<file path="src/sv/csg_pkg.sv">
// Package for the circle span generator: field widths, register indexes,
// span phase codes and the structs shared by the block's modules.
// Depends on nothing; every other file of the block uses it.
package csg_pkg;

    // Field widths
    localparam int CLIP_BITS   = 12;
    localparam int CENTRE_BITS = 12;
    localparam int DIAM_BITS   = 11;
    localparam int STEP_BITS   = 11;
    localparam int RADIUS_BITS = 10;
    localparam int DEC_BITS    = 16;
    localparam int PHASE_BITS  = 3;
    localparam int INDEX_BITS  = 2;

    // Coordinate defaults and the width spans are formed in before truncation
    localparam int COORD_BITS_DEF = 13;
    localparam int SUM_BITS       = 17;

    // Clip register indexes
    localparam logic [INDEX_BITS-1:0] REG_CLIP_LEFT   = 2'd0;
    localparam logic [INDEX_BITS-1:0] REG_CLIP_RIGHT  = 2'd1;
    localparam logic [INDEX_BITS-1:0] REG_CLIP_TOP    = 2'd2;
    localparam logic [INDEX_BITS-1:0] REG_CLIP_BOTTOM = 2'd3;

    // Clip register reset values
    localparam logic [CLIP_BITS-1:0] CLIP_LOW_RESET  = 12'd0;
    localparam logic [CLIP_BITS-1:0] CLIP_HIGH_RESET = 12'd4095;

    // Commands
    localparam logic CMD_START = 1'b0;
    localparam logic CMD_NEXT  = 1'b1;

    // Span phases: which span of the current step goes out next
    localparam logic [PHASE_BITS-1:0] PH_ABOVE_X = 3'd0; // row centre-x, half width y
    localparam logic [PHASE_BITS-1:0] PH_BELOW_X = 3'd1; // row centre+x, half width y
    localparam logic [PHASE_BITS-1:0] PH_ABOVE_Y = 3'd2; // row centre-y, half width x
    localparam logic [PHASE_BITS-1:0] PH_BELOW_Y = 3'd3; // row centre+y, half width x
    localparam logic [PHASE_BITS-1:0] PH_CLOSE   = 3'd5; // closing row centre+y
    localparam logic [PHASE_BITS-1:0] PH_END     = 3'd6; // closing pair sent

    // Decision increments
    localparam logic signed [DEC_BITS-1:0] DEC_INIT     = 16'sd3;
    localparam logic signed [DEC_BITS-1:0] DEC_STEP_X   = 16'sd6;
    localparam logic signed [DEC_BITS-1:0] DEC_STEP_XY  = 16'sd10;

    typedef struct packed {
        logic [CLIP_BITS-1:0] left;
        logic [CLIP_BITS-1:0] right;
        logic [CLIP_BITS-1:0] top;
        logic [CLIP_BITS-1:0] bottom;
    } clip_t;

    typedef struct packed {
        logic                          command;
        logic signed [CENTRE_BITS-1:0] centre_x;
        logic signed [CENTRE_BITS-1:0] centre_y;
        logic [DIAM_BITS-1:0]          diameter;
    } item_t;

    typedef struct packed {
        logic span_valid;
        logic last_span;
        logic done_res;
    } flags_t;

endpackage

</file>
<file path="src/sv/csg_cfg_regs.sv">
// Clip rectangle registers of the circle span generator, written through
// the configuration channel. Depends on csg_pkg.
module csg_cfg_regs
(
    input  logic                             clk,
    input  logic                             rst_n,
    input  logic                             cfg_valid,
    output logic                             cfg_ready,
    input  logic [csg_pkg::INDEX_BITS-1:0]   cfg_index,
    input  logic [csg_pkg::CLIP_BITS-1:0]    cfg_data,
    output csg_pkg::clip_t                   clip
);

    csg_pkg::clip_t clip_reg;
    csg_pkg::clip_t clip_next;
    logic           wr_en;

    // Take a write in every cycle
    assign cfg_ready = 1'b1;
    assign wr_en     = cfg_valid & cfg_ready;

    // Decode the register index
    always_comb
    begin
        clip_next = clip_reg;
        if (wr_en)
        begin
            case (cfg_index)
                csg_pkg::REG_CLIP_LEFT:   clip_next.left   = cfg_data;
                csg_pkg::REG_CLIP_RIGHT:  clip_next.right  = cfg_data;
                csg_pkg::REG_CLIP_TOP:    clip_next.top    = cfg_data;
                csg_pkg::REG_CLIP_BOTTOM: clip_next.bottom = cfg_data;
                default:                  clip_next        = clip_reg;
            endcase
        end
    end

    // Hold the clip rectangle
    always_ff @(posedge clk or negedge rst_n)
    begin
        if (!rst_n)
        begin
            clip_reg.left   <= csg_pkg::CLIP_LOW_RESET;
            clip_reg.right  <= csg_pkg::CLIP_HIGH_RESET;
            clip_reg.top    <= csg_pkg::CLIP_LOW_RESET;
            clip_reg.bottom <= csg_pkg::CLIP_HIGH_RESET;
        end
        else
        begin
            clip_reg <= clip_next;
        end
    end

    assign clip = clip_reg;

endmodule

</file>
<file path="src/sv/csg_step.sv">
// Circle state and the one-pass span logic: start, reject, and the next
// span in midpoint order with its last mark. Depends on csg_pkg.
module csg_step
#(
    parameter int COORD_BITS = csg_pkg::COORD_BITS_DEF
)
(
    input  logic                          clk,
    input  logic                          rst_n,
    input  logic                          fire,
    input  csg_pkg::item_t                item,
    input  csg_pkg::clip_t                clip,
    output csg_pkg::flags_t               flags,
    output logic signed [COORD_BITS-1:0]  left,
    output logic signed [COORD_BITS-1:0]  right,
    output logic signed [COORD_BITS-1:0]  row
);

    localparam int CB = csg_pkg::CENTRE_BITS;
    localparam int SB = csg_pkg::STEP_BITS;
    localparam int DB = csg_pkg::DEC_BITS;
    localparam int WB = csg_pkg::SUM_BITS;
    localparam int RB = csg_pkg::RADIUS_BITS;

    logic signed [CB-1:0]               centre_col_reg, centre_col_next;
    logic signed [CB-1:0]               centre_row_reg, centre_row_next;
    logic [SB-1:0]                      step_x_reg, step_x_next;
    logic [SB-1:0]                      step_y_reg, step_y_next;
    logic signed [DB-1:0]               decision_reg, decision_next;
    logic [csg_pkg::PHASE_BITS-1:0]     phase_reg, phase_next;
    logic                               active_reg, active_next;

    logic [RB-1:0]                      radius;
    logic signed [13:0]                 r_w, cx_w, cy_w;
    logic signed [13:0]                 cl_w, cr_w, ct_w, cb_w;
    logic                               reject;
    logic signed [11:0]                 x_minus_y;
    logic [SB-1:0]                      half;
    logic [SB-1:0]                      offset;
    logic                               below;
    logic signed [WB-1:0]               col_w, row_w, half_w, off_w;
    logic signed [WB-1:0]               left_w, right_w, row_out_w;
    logic                               keep_going;

    // Bounding-box reject against the clip rectangle
    always_comb
    begin
        radius = item.diameter[csg_pkg::DIAM_BITS-1:1];
        r_w    = $signed({4'b0, radius});
        cx_w   = $signed({{2{item.centre_x[CB-1]}}, item.centre_x});
        cy_w   = $signed({{2{item.centre_y[CB-1]}}, item.centre_y});
        cl_w   = $signed({2'b0, clip.left});
        cr_w   = $signed({2'b0, clip.right});
        ct_w   = $signed({2'b0, clip.top});
        cb_w   = $signed({2'b0, clip.bottom});
        reject = (cx_w + r_w < cl_w) || (cx_w - r_w > cr_w) ||
                 (cy_w + r_w < ct_w) || (cy_w - r_w > cb_w);
    end

    // Next state and the span of this transfer
    always_comb
    begin
        centre_col_next = centre_col_reg;
        centre_row_next = centre_row_reg;
        step_x_next     = step_x_reg;
        step_y_next     = step_y_reg;
        decision_next   = decision_reg;
        phase_next      = phase_reg;
        active_next     = active_reg;
        flags           = '0;
        half            = '0;
        offset          = '0;
        below           = 1'b0;
        keep_going      = 1'b1;
        x_minus_y       = $signed({1'b0, step_x_reg}) - $signed({1'b0, step_y_reg});

        if (fire)
        begin
            if (item.command == csg_pkg::CMD_START)
            begin
                centre_col_next = item.centre_x;
                centre_row_next = item.centre_y;
                step_x_next     = '0;
                step_y_next     = {1'b0, radius};
                decision_next   = csg_pkg::DEC_INIT - $signed({5'b0, item.diameter});
                phase_next      = csg_pkg::PH_ABOVE_X;
                active_next     = !reject;
                flags.done_res  = reject;
            end
            else if (!active_reg)
            begin
                flags.done_res = 1'b1;
            end
            else
            begin
                flags.span_valid = 1'b1;
                case (phase_reg)
                    csg_pkg::PH_ABOVE_X:
                    begin
                        if (step_x_reg < step_y_reg)
                        begin
                            half       = step_y_reg;
                            offset     = step_x_reg;
                            phase_next = csg_pkg::PH_BELOW_X;
                        end
                        else
                        begin
                            half       = step_x_reg;
                            offset     = step_y_reg;
                            phase_next = csg_pkg::PH_CLOSE;
                        end
                    end
                    csg_pkg::PH_BELOW_X:
                    begin
                        half   = step_y_reg;
                        offset = step_x_reg;
                        below  = 1'b1;
                        if (decision_reg < 0)
                        begin
                            decision_next = decision_reg
                                + $signed({3'b0, step_x_reg, 2'b00}) + csg_pkg::DEC_STEP_X;
                            step_x_next   = step_x_reg + 1'b1;
                            phase_next    = csg_pkg::PH_ABOVE_X;
                        end
                        else
                        begin
                            phase_next = csg_pkg::PH_ABOVE_Y;
                        end
                    end
                    csg_pkg::PH_ABOVE_Y:
                    begin
                        half       = step_x_reg;
                        offset     = step_y_reg;
                        phase_next = csg_pkg::PH_BELOW_Y;
                    end
                    csg_pkg::PH_BELOW_Y:
                    begin
                        half          = step_x_reg;
                        offset        = step_y_reg;
                        below         = 1'b1;
                        decision_next = decision_reg
                            + $signed({{2{x_minus_y[11]}}, x_minus_y, 2'b00})
                            + csg_pkg::DEC_STEP_XY;
                        step_y_next   = step_y_reg - 1'b1;
                        step_x_next   = step_x_reg + 1'b1;
                        phase_next    = csg_pkg::PH_ABOVE_X;
                    end
                    default:
                    begin
                        half       = step_x_reg;
                        offset     = step_y_reg;
                        below      = 1'b1;
                        phase_next = csg_pkg::PH_END;
                    end
                endcase

                // Drop to idle once no span remains
                keep_going = (phase_next == csg_pkg::PH_BELOW_X) ||
                             (phase_next == csg_pkg::PH_ABOVE_Y) ||
                             (phase_next == csg_pkg::PH_BELOW_Y) ||
                             (phase_next == csg_pkg::PH_CLOSE)   ||
                             ((phase_next == csg_pkg::PH_ABOVE_X) &&
                              (step_x_next <= step_y_next));
                if (!keep_going)
                begin
                    flags.last_span = 1'b1;
                    active_next     = 1'b0;
                    phase_next      = csg_pkg::PH_ABOVE_X;
                end
            end
        end
    end

    // Form the span ends and row, then truncate to the coordinate width
    always_comb
    begin
        col_w     = $signed({{(WB-CB){centre_col_reg[CB-1]}}, centre_col_reg});
        row_w     = $signed({{(WB-CB){centre_row_reg[CB-1]}}, centre_row_reg});
        half_w    = $signed({{(WB-SB){1'b0}}, half});
        off_w     = $signed({{(WB-SB){1'b0}}, offset});
        left_w    = col_w - half_w;
        right_w   = col_w + half_w;
        row_out_w = below ? (row_w + off_w) : (row_w - off_w);
        if (flags.span_valid)
        begin
            left  = left_w[COORD_BITS-1:0];
            right = right_w[COORD_BITS-1:0];
            row   = row_out_w[COORD_BITS-1:0];
        end
        else
        begin
            left  = '0;
            right = '0;
            row   = '0;
        end
    end

    // Hold the circle state
    always_ff @(posedge clk or negedge rst_n)
    begin
        if (!rst_n)
        begin
            centre_col_reg <= '0;
            centre_row_reg <= '0;
            step_x_reg     <= '0;
            step_y_reg     <= '0;
            decision_reg   <= '0;
            phase_reg      <= csg_pkg::PH_ABOVE_X;
            active_reg     <= 1'b0;
        end
        else
        begin
            centre_col_reg <= centre_col_next;
            centre_row_reg <= centre_row_next;
            step_x_reg     <= step_x_next;
            step_y_reg     <= step_y_next;
            decision_reg   <= decision_next;
            phase_reg      <= phase_next;
            active_reg     <= active_next;
        end
    end

endmodule

</file>
<file path="src/sv/circle_span_generator.sv">
// Top level of the circle span generator: input register, span logic,
// result register. Depends on csg_pkg, csg_cfg_regs and csg_step.
//
// Usage: each input transfer carries a command. A start command latches the
// centre and diameter and returns one result with no span (done_res set if
// the circle's bounding box misses the clip rectangle). Each next command
// returns one result: a span with span_valid set, last_span on the final
// one, or done_res set once the circle is finished or rejected.
// Every input transfer yields exactly one output transfer, in order.
// Latency: each result passes the input register, then the result register.
// Throughput: one item per cycle while out_stall is low, set by the single
// pass of the span logic between the two registers.
// Stall: while out_stall is high the result register holds; the input
// register still takes one more item, then in_stall rises until the
// result drains.
// Reset: the clip rectangle returns to the full 0..4095 square, no circle
// is active, and both registers are empty. The clip registers are written
// through cfg_valid/cfg_ready/cfg_index/cfg_data; write them only while the
// block holds no pending item.
module circle_span_generator
#(
    parameter int COORD_BITS = csg_pkg::COORD_BITS_DEF
)
(
    input  logic                                   clk,
    input  logic                                   rst_n,
    // Configuration channel
    input  logic                                   cfg_valid,
    output logic                                   cfg_ready,
    input  logic [csg_pkg::INDEX_BITS-1:0]         cfg_index,
    input  logic [csg_pkg::CLIP_BITS-1:0]          cfg_data,
    // Input channel
    input  logic                                   in_valid,
    output logic                                   in_stall,
    input  logic                                   command,
    input  logic signed [csg_pkg::CENTRE_BITS-1:0] centre_x,
    input  logic signed [csg_pkg::CENTRE_BITS-1:0] centre_y,
    input  logic [csg_pkg::DIAM_BITS-1:0]          diameter,
    // Output channel
    output logic                                   out_valid,
    input  logic                                   out_stall,
    output logic                                   span_valid,
    output logic signed [COORD_BITS-1:0]           span_left,
    output logic signed [COORD_BITS-1:0]           span_right,
    output logic signed [COORD_BITS-1:0]           span_row,
    output logic                                   last_span,
    output logic                                   done_res
);

    csg_pkg::clip_t                clip;
    csg_pkg::item_t                item_reg;
    logic                          item_valid_reg, item_valid_next;
    logic                          out_valid_reg, out_valid_next;
    logic                          in_take;
    logic                          advance;
    csg_pkg::flags_t               flags;
    csg_pkg::flags_t               flags_reg;
    logic signed [COORD_BITS-1:0]  left, right, row;
    logic signed [COORD_BITS-1:0]  left_reg, right_reg, row_reg;

    csg_cfg_regs u_cfg
    (
        .clk       (clk),
        .rst_n     (rst_n),
        .cfg_valid (cfg_valid),
        .cfg_ready (cfg_ready),
        .cfg_index (cfg_index),
        .cfg_data  (cfg_data),
        .clip      (clip)
    );

    csg_step #(
        .COORD_BITS (COORD_BITS)
    ) u_step
    (
        .clk   (clk),
        .rst_n (rst_n),
        .fire  (advance),
        .item  (item_reg),
        .clip  (clip),
        .flags (flags),
        .left  (left),
        .right (right),
        .row   (row)
    );

    // Advance the held item when the result register is free or draining
    assign advance  = item_valid_reg & (~out_valid_reg | ~out_stall);
    assign in_stall = item_valid_reg & ~advance;
    assign in_take  = in_valid & ~in_stall;

    always_comb
    begin
        item_valid_next = item_valid_reg;
        if (in_take)
        begin
            item_valid_next = 1'b1;
        end
        else if (advance)
        begin
            item_valid_next = 1'b0;
        end

        out_valid_next = out_valid_reg;
        if (advance)
        begin
            out_valid_next = 1'b1;
        end
        else if (!out_stall)
        begin
            out_valid_next = 1'b0;
        end
    end

    // Track occupancy of both registers
    always_ff @(posedge clk or negedge rst_n)
    begin
        if (!rst_n)
        begin
            item_valid_reg <= 1'b0;
            out_valid_reg  <= 1'b0;
        end
        else
        begin
            item_valid_reg <= item_valid_next;
            out_valid_reg  <= out_valid_next;
        end
    end

    // Load payloads on transfer
    always_ff @(posedge clk)
    begin
        if (in_take)
        begin
            item_reg.command  <= command;
            item_reg.centre_x <= centre_x;
            item_reg.centre_y <= centre_y;
            item_reg.diameter <= diameter;
        end
        if (advance)
        begin
            flags_reg <= flags;
            left_reg  <= left;
            right_reg <= right;
            row_reg   <= row;
        end
    end

    assign out_valid  = out_valid_reg;
    assign span_valid = flags_reg.span_valid;
    assign last_span  = flags_reg.last_span;
    assign done_res   = flags_reg.done_res;
    assign span_left  = left_reg;
    assign span_right = right_reg;
    assign span_row   = row_reg;

endmodule

</file>
<file path="config.mk">
export PLATFORM = sky130hd
export DESIGN_NAME = circle_span_generator
export DESIGN_NICKNAME = d
export VERILOG_FILES = /design/src/sv/csg_pkg.sv /design/src/sv/csg_cfg_regs.sv /design/src/sv/csg_step.sv /design/src/sv/circle_span_generator.sv
export SDC_FILE = /design/constraint.sdc
export NUM_CORES = 1
export LEC_CHECK = 0
export ABC_AREA = 1
export BUFFER_PORTS_ARGS = -buffer_cell sky130_fd_sc_hd__buf_4
export CAP_MARGIN = 20
export CORE_ASPECT_RATIO = 1.75
export CORE_UTILIZATION = 40
export DETAILED_ROUTE_END_ITERATION = 12
export GPL_TIMING_DRIVEN = 0
export SLEW_MARGIN = 20
export SYNTH_ARGS = -nofsm -noshare
export SYNTH_HDL_FRONTEND = slang
export SYNTH_SLANG_ARGS = --single-unit
export TNS_END_PERCENT = 100
</file>
<file path="constraint.sdc">
create_clock -name clk -period 4.84 [get_ports clk]
set_input_delay 0.242 -clock clk [delete_from_list [all_inputs] [get_ports clk]]
set_output_delay 0.242 -clock clk [all_outputs]
set_load 0.005 [all_outputs]
</file>
-- Yosys cells after proc, flatten, opt, wreduce, memory -nomap -nowiden
Index checks and enable logic that the tools add are counted.
- flip-flop bits (word level): 194
- input bits: 55
- output and inout port bits: 45
- word-level logic and storage cells: 145
- add/sub/neg operators: 16
- order comparisons: 7
- eq/ne operators: 14
- multiplexer cells: 54
- bitwise logic cells: 9
- reductions and logical operators: 22
- operator list (operator ; count):
    11-bit two-way mux ; 20
    11-bit case mux with 2 select lines ; 3
    16-bit two-way mux ; 3
    16-bit by 14-bit adder with 16-bit output ; 2
    16-bit case mux with 2 select lines ; 1
    14-bit by 13-bit > comparator with 1-bit output ; 2
    14-bit by 13-bit < comparator with 1-bit output ; 2
    12-bit by 11-bit adder with 13-bit output ; 2
    12-bit by 12-bit adder with 13-bit output ; 2
    12-bit by 11-bit subtractor with 13-bit output ; 2
    12-bit by 12-bit subtractor with 13-bit output ; 2
    3-bit two-way mux ; 8
    16-bit by 4-bit adder with 16-bit output (second input constant) ; 1
    16-bit by 5-bit adder with 16-bit output (second input constant) ; 1
    16-bit by 1-bit < comparator with 1-bit output (second input constant) ; 1
    1-bit two-way mux ; 14
    13-bit two-way mux ; 1
    3-bit by 2-bit equality test with 1-bit output (second input constant) ; 4
    3-bit case mux with 4 select lines ; 1
    2-bit AND reduction ; 6
    11-bit by 11-bit subtractor with 12-bit output ; 1
    2-bit by 11-bit subtractor with 12-bit output (first input constant) ; 1
    11-bit by 1-bit adder with 11-bit output (second input constant) ; 1
    11-bit less-or-equal comparator ; 1
    22 further kinds ; 40

-- Longest topological paths before layout
Gate-level depths: netlist of the first run.
- word-level depth: 15
- mapped depth: 29
- gate-level depth less buffers: 28

-- Modules after synthesis
A second synthesis of the first run with hierarchy kept.
- cell total of the unflattened synthesis: 2010
- area, all modules: 15775.1 µm²
- by module, submodules not included (module ; times used ; cells an instance ; area each (µm²) ; sequential area each (µm²)):
    csg_step ; 1 ; 1700 ; 11237.0 ; 1626.6
    circle_span_generator ; 1 ; 90 ; 2437.3 ; 2392.3
    csg_cfg_regs ; 1 ; 220 ; 2100.8 ; 1231.2

-- Worst setup path after synthesis of the first run
No wires, ideal clock.
- path kind: register to register
- from: register u_step.step_x_reg[0]
- to: register right_reg[12], in the netlist span_right[12], data pin
- library setup time: 0.257 ns
- arrival time: 3.681 ns
- slack: 0.902 ns
- cell stages (with the launch flop): 26
- path buffers: 2
- clock period less this slack: 3.938 ns
- path through: dfrtp_1 inv_1 ha_1 inv_1 fa_1 nand3_1 nand3_2 nand3_4 nand3_4 buf_6 buf_2 o21ai_0 nand4_1 fa_1 nor2_1 nor2_1 nor2_1 nor2_1 o21ai_0 nand2_1 nand2_1 a21boi_0 o21ai_0 nand2_1 nand2_1 nor3_1
- longest elaborated chain between the ends: 7
- RTL lines (what ; RTL line ; text):
    start: declaration ; csg_step.sv:27 ; logic [SB-1:0] step_x_reg, step_x_next;
    start signal: assignment ; csg_step.sv:215 ; step_x_reg <= step_x_next;
    11-bit < comparator ; csg_step.sv:100 ; if (step_x_reg < step_y_reg)
    11-bit two-way mux ; csg_step.sv:100 ;
    11-bit case mux with 2 select lines * ; csg_step.sv:97 ; case (phase_reg)
    11-bit two-way mux * ; csg_step.sv:90 ; else if (!active_reg)
    11-bit two-way mux * ; csg_step.sv:79 ; if (item.command == csg_pkg::CMD_START)
    11-bit two-way mux * ; csg_step.sv:77 ; if (fire)
    12-bit by 12-bit adder with 13-bit output * ; csg_step.sv:182 ; right_w = col_w + half_w;
    end signal: assignment ; circle_span_generator.sv:144 ; right_reg <= right;
    end: declaration ; circle_span_generator.sv:59 ; logic signed [COORD_BITS-1:0] left_reg, right_reg, row_reg;
Mark *: on every way between the ends. The rest lies on a longest branch, timed or not.
A chain may end at the register's enable or synchronous reset.

-- Worst setup path in the final report of the first run
- from: register u_step.step_y_reg[7]
- to: register right_reg[12], in the netlist span_right[12], data pin
- longest elaborated chain between the ends: 7
- RTL lines (what ; RTL line ; text):
    start: declaration ; csg_step.sv:28 ; logic [SB-1:0] step_y_reg, step_y_next;
    start signal: assignment ; csg_step.sv:216 ; step_y_reg <= step_y_next;
    11-bit < comparator ; csg_step.sv:100 ;
    11-bit two-way mux ; csg_step.sv:100 ;
    11-bit case mux with 2 select lines * ; csg_step.sv:97 ;
    11-bit two-way mux * ; csg_step.sv:90 ;
    11-bit two-way mux * ; csg_step.sv:79 ;
    11-bit two-way mux * ; csg_step.sv:77 ;
    12-bit by 12-bit adder with 13-bit output * ; csg_step.sv:182 ;
Marks and branches as above.

==> key figures, run 1 <==
STA
  • Clock skew: 0.0107 ns
  • Fmax: 0.220 GHz
  • Final worst-path cycle share: 0.937
  • Rel. slew slack: 0.548
  • RSZ-0062 raised after global routing: no
  • Min Tclk post-route: 4.54 ns
  • Final hold viol count: 0
  • Hold_ws: 0.0307 ns
  • Final setup fails: 0
  • Worst-margin pin slew: 0.678 ns
  • Final Max Tran Viols: 0
  • Setup TNS: 0 ns

Placed design
  • # port buffers: 97
  • Dpl cell area: 16,800 µm²
  • GPL Wtd Cong: around 0.96
  • Dpl hpwl: 40.8 mm

Flow run
  • Max Cap Viol: 0

Drt
  • Uppermost layer routed: met4
  • Total routed wirelength: 50.1 mm
  • WL/cell: 19.2 µm
  • DR vias/cell: around 5.3
  • DRT Pass-1 Iters: 5
  • M1 wire length: 17.8 mm
  • WL met3: between 1.5 and 2 mm
  • Drt drc: 0
  • Detailed-route via count: approximately 14,000
  • Post-detailed-route count of antenna-violating nets: 0
  • Met2 routed WL: around 27 mm
  • Iteration-0 DRC Markers: 771

Synthesis
  • Top cell type's share of synthesized area: 0.159
  • Register area share after synthesis: 0.336
  • Synth cell count leaders: 374 x nand2_1, 251 x inv_1, 196 x ha_1
  • Netlist cell types: 57
  • Post-synthesis cell area: 15,400 µm²
  • Fraction of registers with async set/reset: 0.602
  • Most common flop cell mapped by yosys: dfrtp_1
  • Count leader, synth: nand2_1
  • Post-synth top area cell: ha_1
  • Top post-synthesis cells by area: ha_1 16%, edfxtp_1 15%, dfrtp_1 15%, nand2_1 9.1%, inv_1 6.1%
  • Gate count of the mapped netlist: 1,942
  • YS warnings: 0
  • Mean post-synth cell area: 7.95 µm²
  • Post-synth EDFFs: 76
  • #FFs+latches synth: roughly 190
  • Post-synthesis net count: 2,203

Critical path
  • CP Launch Type: register
  • Worst r2r path cells: 27
  • Critical Path Max Stage Delay: approximately 0.44 ns
  • Setup CP Type: register to register
  • R2R Setup Slk: 0.30 ns
  • WP data required: 5.08 ns
  • Most frequent cell on the critical path: nand2_1
  • WP data arrival: 4.78 ns
  • Slowest library cell on the worst path: dfrtp_1
  • Crit end category: register
  • Critical-path maximum fanout: 10

Die
  • Ports: 100
  • Num rows: 94
  • Die W: 151 µm
  • DIE AREA: 39,400 µm²
  • Starting Density: 0.408
  • Die H: between 200 and 300 µm
  • Core area: 37,900 µm²

Pwr
  • VDD IR max: roughly 0.26 mV
  • LEAKAGE: 8.68 nW
  • Reg power frac: 0.247
  • P per Cell Area: 536 nW/µm²
  • Clock power frac: 0.161
  • Logic pwr share: 0.592
  • Psw: about 4.8 mW
  • Power Internal: 4.96 mW
  • Switch share: 0.492

Global route
  • Total track usage: 0.266
  • First-pass GRT wire length: 77.4 mm
  • Gr ovfl total: 0
  • Initial antenna violation count: 0
  • Vias in the first global route: 14,000
  • Pin count of the biggest net entering global routing: 68

Min path
  • Hold Crit Class: input pin to register
  • Worst hold stages: 3

Clocking
  • Clock Latency Late Sink: 0.49 ns
  • Clk root buf: clkbuf_16
  • Clock buffer depth: 2
  • TritonCTS buffer count: 17
  • CTS Sinks: 191
  • H-Tree Depth: 4
  • CTS tree: built
  • Clock transition at path regs: approximately 0.090 ns

Finish
  • Largest register FFs: 48
  • Syn-to-layout area delta: 17.9%
  • Post-layout instance area: 18,200 µm²
  • Diodes inserted: 0
  • Share of cells above drive strength 1: 0.139
  • Fin nets: 2,382
  • Filler cell count: 3,807

Run status
  • Status: finished, final reports clean
## what timing repair did
action,in CTS,in global routing
hold buffers,37,0
setup endpoints to repair,5,10
buffers inserted,4,19
resized for setup,9,34
pin swaps,2,4
hold endpoints to repair,60,0
## kinds of logic (layout without fill, tap and decap cells)
kind of cell	after synthesis	in the layout	share of synthesized area
multiplexers	17	17	0.0124
flip-flops	191	191	0.336
adder cells (fa/ha/maj)	206	206	0.172
other	1	1	0.000243
AND/OR/NAND/NOR	668	668	0.187
XOR/XNOR	82	82	0.0470
buffers and inverters	315	507	0.0791
AO/OA/AOI/OAI	462	462	0.167
## cell type report
class | count | area (µm²) | area share
flip-flops and latches | 191 | 5200 | 0.286
well taps | 480 | 601 | 0.0330
multi-input cells | 1436 | 9130 | 0.502
plain buffers | 52 | 238 | 0.0131
repair buffers | 160 | 1360 | 0.0744
clock inverters | 15 | 236 | 0.0130
inverters | 263 | 1020 | 0.0560
clock buffers | 17 | 425 | 0.0234
## metrics by stage
step,utilization,power (mW),instances,setup slack (ns)
after floorplan,-,6.37,1942,0.902
after global routing,0.481,10.7,2614,0.0165
after CTS,0.474,9.60,2595,0.0485
after global placement,0.443,7.81,2519,-0.349
final,0.481,9.77,2614,0.304
after detailed placement,0.445,7.89,2522,-0.197
## power groups by stage
stage	registers [mW]	clock network [mW]	logic [mW]
after global placement	2.41	0	5.40
after detailed placement	2.42	0	5.48
after global routing	2.45	1.67	6.55
after floorplan	2.27	0	4.10
final	2.41	1.58	5.78
after CTS	2.39	1.60	5.60
## worst max-delay path, delay by kind of cell, from the launching register on
| kind | cells | cell delay (ns) |
|---|---|---|
| flip-flops | 1 | 0.44 |
| buffers and inverters | 5 | 0.79 |
| AO/OA/AOI/OAI | 6 | 0.73 |
| adder cells (fa/ha/maj) | 3 | 0.91 |
| AND/OR/NAND/NOR | 13 | 1.43 |
## per-layer routing
metal / vias to the layer above / track usage
met5: - / 0
met4: 0 / 0.195
met3: 142 / 0.0302
met2: 388 / 0.501
met1: 6502 / 0.264
li1: 6938 / -
## cells in the final DEF (no fill, tap or decap), types with 11 or more instances in the layout
cell type      netlist  layout
clkbuf_16            0      17
nand2_1            374     373
nand4_1             33      33
ha_1               196     188
nor2_1             118     115
a221oi_1            11      11
mux2_2              17      17
xnor2_1             16      16
xor2_1              65      65
dlygate4sd3_1        0      37
dfrtp_1             91      82
dfstp_2             24      24
a31oi_1             14      14
buf_4                4     122
o211ai_1            12      12
o21ai_0            188     186
o21bai_1            13      13
nand2_2             19      20
a21oi_1            168     166
edfxtp_1            76      76
nor3_1              23      23
clkbuf_1            32      31
inv_1              251     242
nand3_1             78      78
## path summary, 6_finish.rpt
check	startpoint	to
setup / recovery	u_step.step_y_reg[7]	span_right[12]
hold / removal	out_stall	out_valid
setup reg to reg	u_step.step_y_reg[7]	span_right[12]
hold reg to reg	u_cfg.clip[36]	u_cfg.clip[36]
max in group asynchronous	rst_n	u_step.step_x_reg[0]
min in group asynchronous	rst_n	u_cfg.clip[20]
Power figures use the tool's default switching activity.
==> run 2, diff against run 1 <==
Settings changed: ABC_AREA 1 to unset.
==> run 2 against run 1 <==
Core utilization rose by 0.39 points. Via count fell by 9.2%. Count of clock-buffer cells in the layout did not move. Critical endpoint is now done_res. Largest power group unchanged.
==> key figures, run 2 <==
Pwr
  • Power Internal: 3.98 mW
  • Logic pwr share: 0.437
  • Switch share: 0.390
  • Reg power frac: 0.339
  • Design Power: 6.52 mW
  • Psw: ~2.5 mW
  • LEAKAGE: 8.07 nW
  • P per Cell Area: 359 nW/µm²
  • VDD IR max: between 0.2 and 0.3 mV
  • Clock power frac: 0.224

Flow run
  • Max Cap Viol: 0

Placed design
  • # port buffers: 97
  • Dpl cell area: 16,600 µm²
  • Dpl hpwl: 36.3 mm
  • GPL Wtd Cong: 0.916

Finish
  • Commonest cells after routing, fill and taps aside: 186 x ha_1, 131 x inv_1, 127 x buf_4
  • Most common cell after layout, fill and taps aside: ha_1
  • Post-layout instance area: 18,200 µm²
  • Fin nets: 2,068
  • Diodes inserted: 0
  • Share of cells above drive strength 1: 0.198
  • Largest register FFs: 48
  • Syn-to-layout area delta: 19.9%
  • Filler cell count: 3,548

Global route
  • Total track usage: 0.241
  • First-pass GRT wire length: 69.8 mm
  • Initial antenna violation count: 1
  • Gr ovfl total: 0
  • Pin count of the biggest net entering global routing: 68
  • Vias in the first global route: 12,800

Synthesis
  • YS warnings: 0
  • #FFs+latches synth: 191
  • Synth cell count leaders: 196 x ha_1, 141 x inv_1, 127 x nor2_1
  • Top cell type's share of synthesized area: 0.162
  • Post-synth top area cell: ha_1
  • Count leader, synth: ha_1
  • Register area share after synthesis: 0.342
  • Gate count of the mapped netlist: about 1,600
  • Post-synthesis net count: 1,880
  • Fraction of registers with async set/reset: 0.602
  • Mean post-synth cell area: approximately 9.4 µm²
  • Post-synthesis cell area: around 15,000 µm²
  • Post-synth EDFFs: 76
  • Most common flop cell mapped by yosys: dfrtp_1
  • Netlist cell types: 88
  • Top post-synthesis cells by area: ha_1 16%, edfxtp_1 15%, dfrtp_1 15%, mux2_2 4.8%, xnor2_1 4.3%

STA
  • Clock skew: between 0.007 and 0.008 ns
  • Final Max Tran Viols: 0
  • Rel. slew slack: 0.325
  • Worst-margin pin slew: 1.00 ns
  • Final worst-path cycle share: 0.989
  • Final setup fails: 0
  • Final hold viol count: 0
  • Setup TNS: 0 ns
  • Fmax: about 0.21 GHz
  • RSZ-0062 raised after global routing: yes
  • Min Tclk post-route: about 4.8 ns

Drt
  • Post-detailed-route count of antenna-violating nets: 0
  • Detailed-route via count: 12,700
  • DRT Pass-1 Iters: 5
  • Drt drc: 0
  • Total routed wirelength: roughly 45 mm
  • Iteration-0 DRC Markers: 618
  • DR vias/cell: 5.52
  • WL/cell: 19.8 µm

Die
  • Die H: 260 µm
  • Ports: 100
  • Die W: roughly 150 µm
  • Core area: 37,500 µm²
  • Num rows: 94
  • DIE AREA: approximately 39,000 µm²
  • Starting Density: 0.404

Critical path
  • Setup CP Type: register to register
  • Crit end category: register
  • CP cell instances: inv_2 -> ha_1 -> nand2b_1 -> a21oi_1 -> o21bai_1 -> a21oi_1 -> o21ai_1 -> a2111oi_4 -> nor3_1 -> nand3b_1 -> ha_1 -> or3_1 -> a2111oi_0 -> o21ai_1 -> o211ai_1 -> a2111oi_4 -> a211oi_1
  • Critical-path maximum fanout: 6
  • Crit path buf inv count: 1
  • Slowest library cell on the worst path: a2111oi_4
  • CP Launch Type: register
  • Crit-path leading delay family: compound AO/OA/AOI/OAI gates
  • WP data required: 5.13 ns
  • Critical Path Max Stage Delay: 0.51 ns
  • WP data arrival: 5.08 ns

Clocking
  • Clk root buf: clkbuf_16
  • TritonCTS buffer count: 17
  • Clock transition at path regs: roughly 0.07 ns
  • H-Tree Depth: 4
  • Clock Latency Late Sink: 0.47 ns
  • CTS Sinks: roughly 190
  • Clock buffer depth: 2
  • CTS tree: built

Min path
  • Hold Crit Class: input pin to register

Run status
  • Status: finished, final reports clean
## run 2: worst min-delay path, stage by stage
cell     delay, ns
buf_4         0.11
nand2_1       0.04
o21ai_0       0.06
## run 2: layout make-up
class / count / area [µm²] / area share
sequential: 191 / 5200 / 0.286
tap: 480 / 601 / 0.0330
multi-input combinational: 1232 / 9580 / 0.527
clock buffer: 17 / 425 / 0.0234
inverter: 142 / 533 / 0.0293
buffer: 54 / 246 / 0.0136
clock inverter: 15 / 176 / 0.00970
timing repair buffer: 169 / 1420 / 0.0780
## run 2: metrics by stage
stage,hold slack [ns],worst slack [ns],utilization,cells
after floorplan,-0.0536,0.0359,-,1619
after global placement,0.420,-1.39,0.440,2196
after detailed placement,0.208,-0.867,0.442,2199
after CTS,0.00487,0.00123,0.473,2276
after global routing,0.0331,-0.0684,0.485,2300
final,0.0199,0.0526,0.485,2300
## run 2: kinds of logic (layout without fill, tap and decap cells)
family,after synthesis,count (layout),synth area share
compound gates,402,402,0.172
flops,191,191,0.342
fa+ha+maj,206,206,0.175
xor+xnor,113,113,0.0653
other cells,1,1,0.000247
mux,70,70,0.0516
simple gates,440,440,0.144
buf+inv,196,397,0.0498
## run 2: power groups by stage
stage               sequential (mW)  clock (mW)  combinational, mW
global route                   2.24        1.54               3.18
detailed placement             2.24           0               2.72
CTS                            2.21        1.49               2.80
floorplan                      2.14           0               2.03
finish                         2.21        1.46               2.85
global placement               2.23           0               2.65
## run 2: per-layer routing
metal  part of all wire  vias to the layer above  global-route usage
li1                   -                     6169                   -
met1               0.34                     6131               0.226
met2               0.57                      267               0.478
met3              0.024                      124              0.0239
met4              0.067                        0               0.166
met5                  0                        -                   0
## run 2: final timing paths
| check | start | endpoint | slack (ns) | depth (start not counted) |
|---|---|---|---|---|
| worst max-delay path | item_reg[2] | done_res | 0.05 | 17 |
| worst min-delay path | cfg_data[8] | u_cfg.clip[44] | 0.02 | 3 |
| worst max register to register | item_reg[2] | done_res | 0.05 | 17 |
| worst min register to register | u_cfg.clip[15] | u_cfg.clip[15] | 0.52 | 1 |
| max in group asynchronous | rst_n | u_step.step_x_reg[9] | 3.81 | 3 |
| min in group asynchronous | rst_n | u_cfg.clip[13] | 0.26 | 2 |
## run 2: what timing repair did
item / CTS / global route
setup buffers: 5 / 24
gates resized for setup: 43 / 68
pin swaps: 8 / 30
setup endpoints to repair: 19 / 14
hold buffers: 40 / 0
hold endpoints to repair: 63 / 0
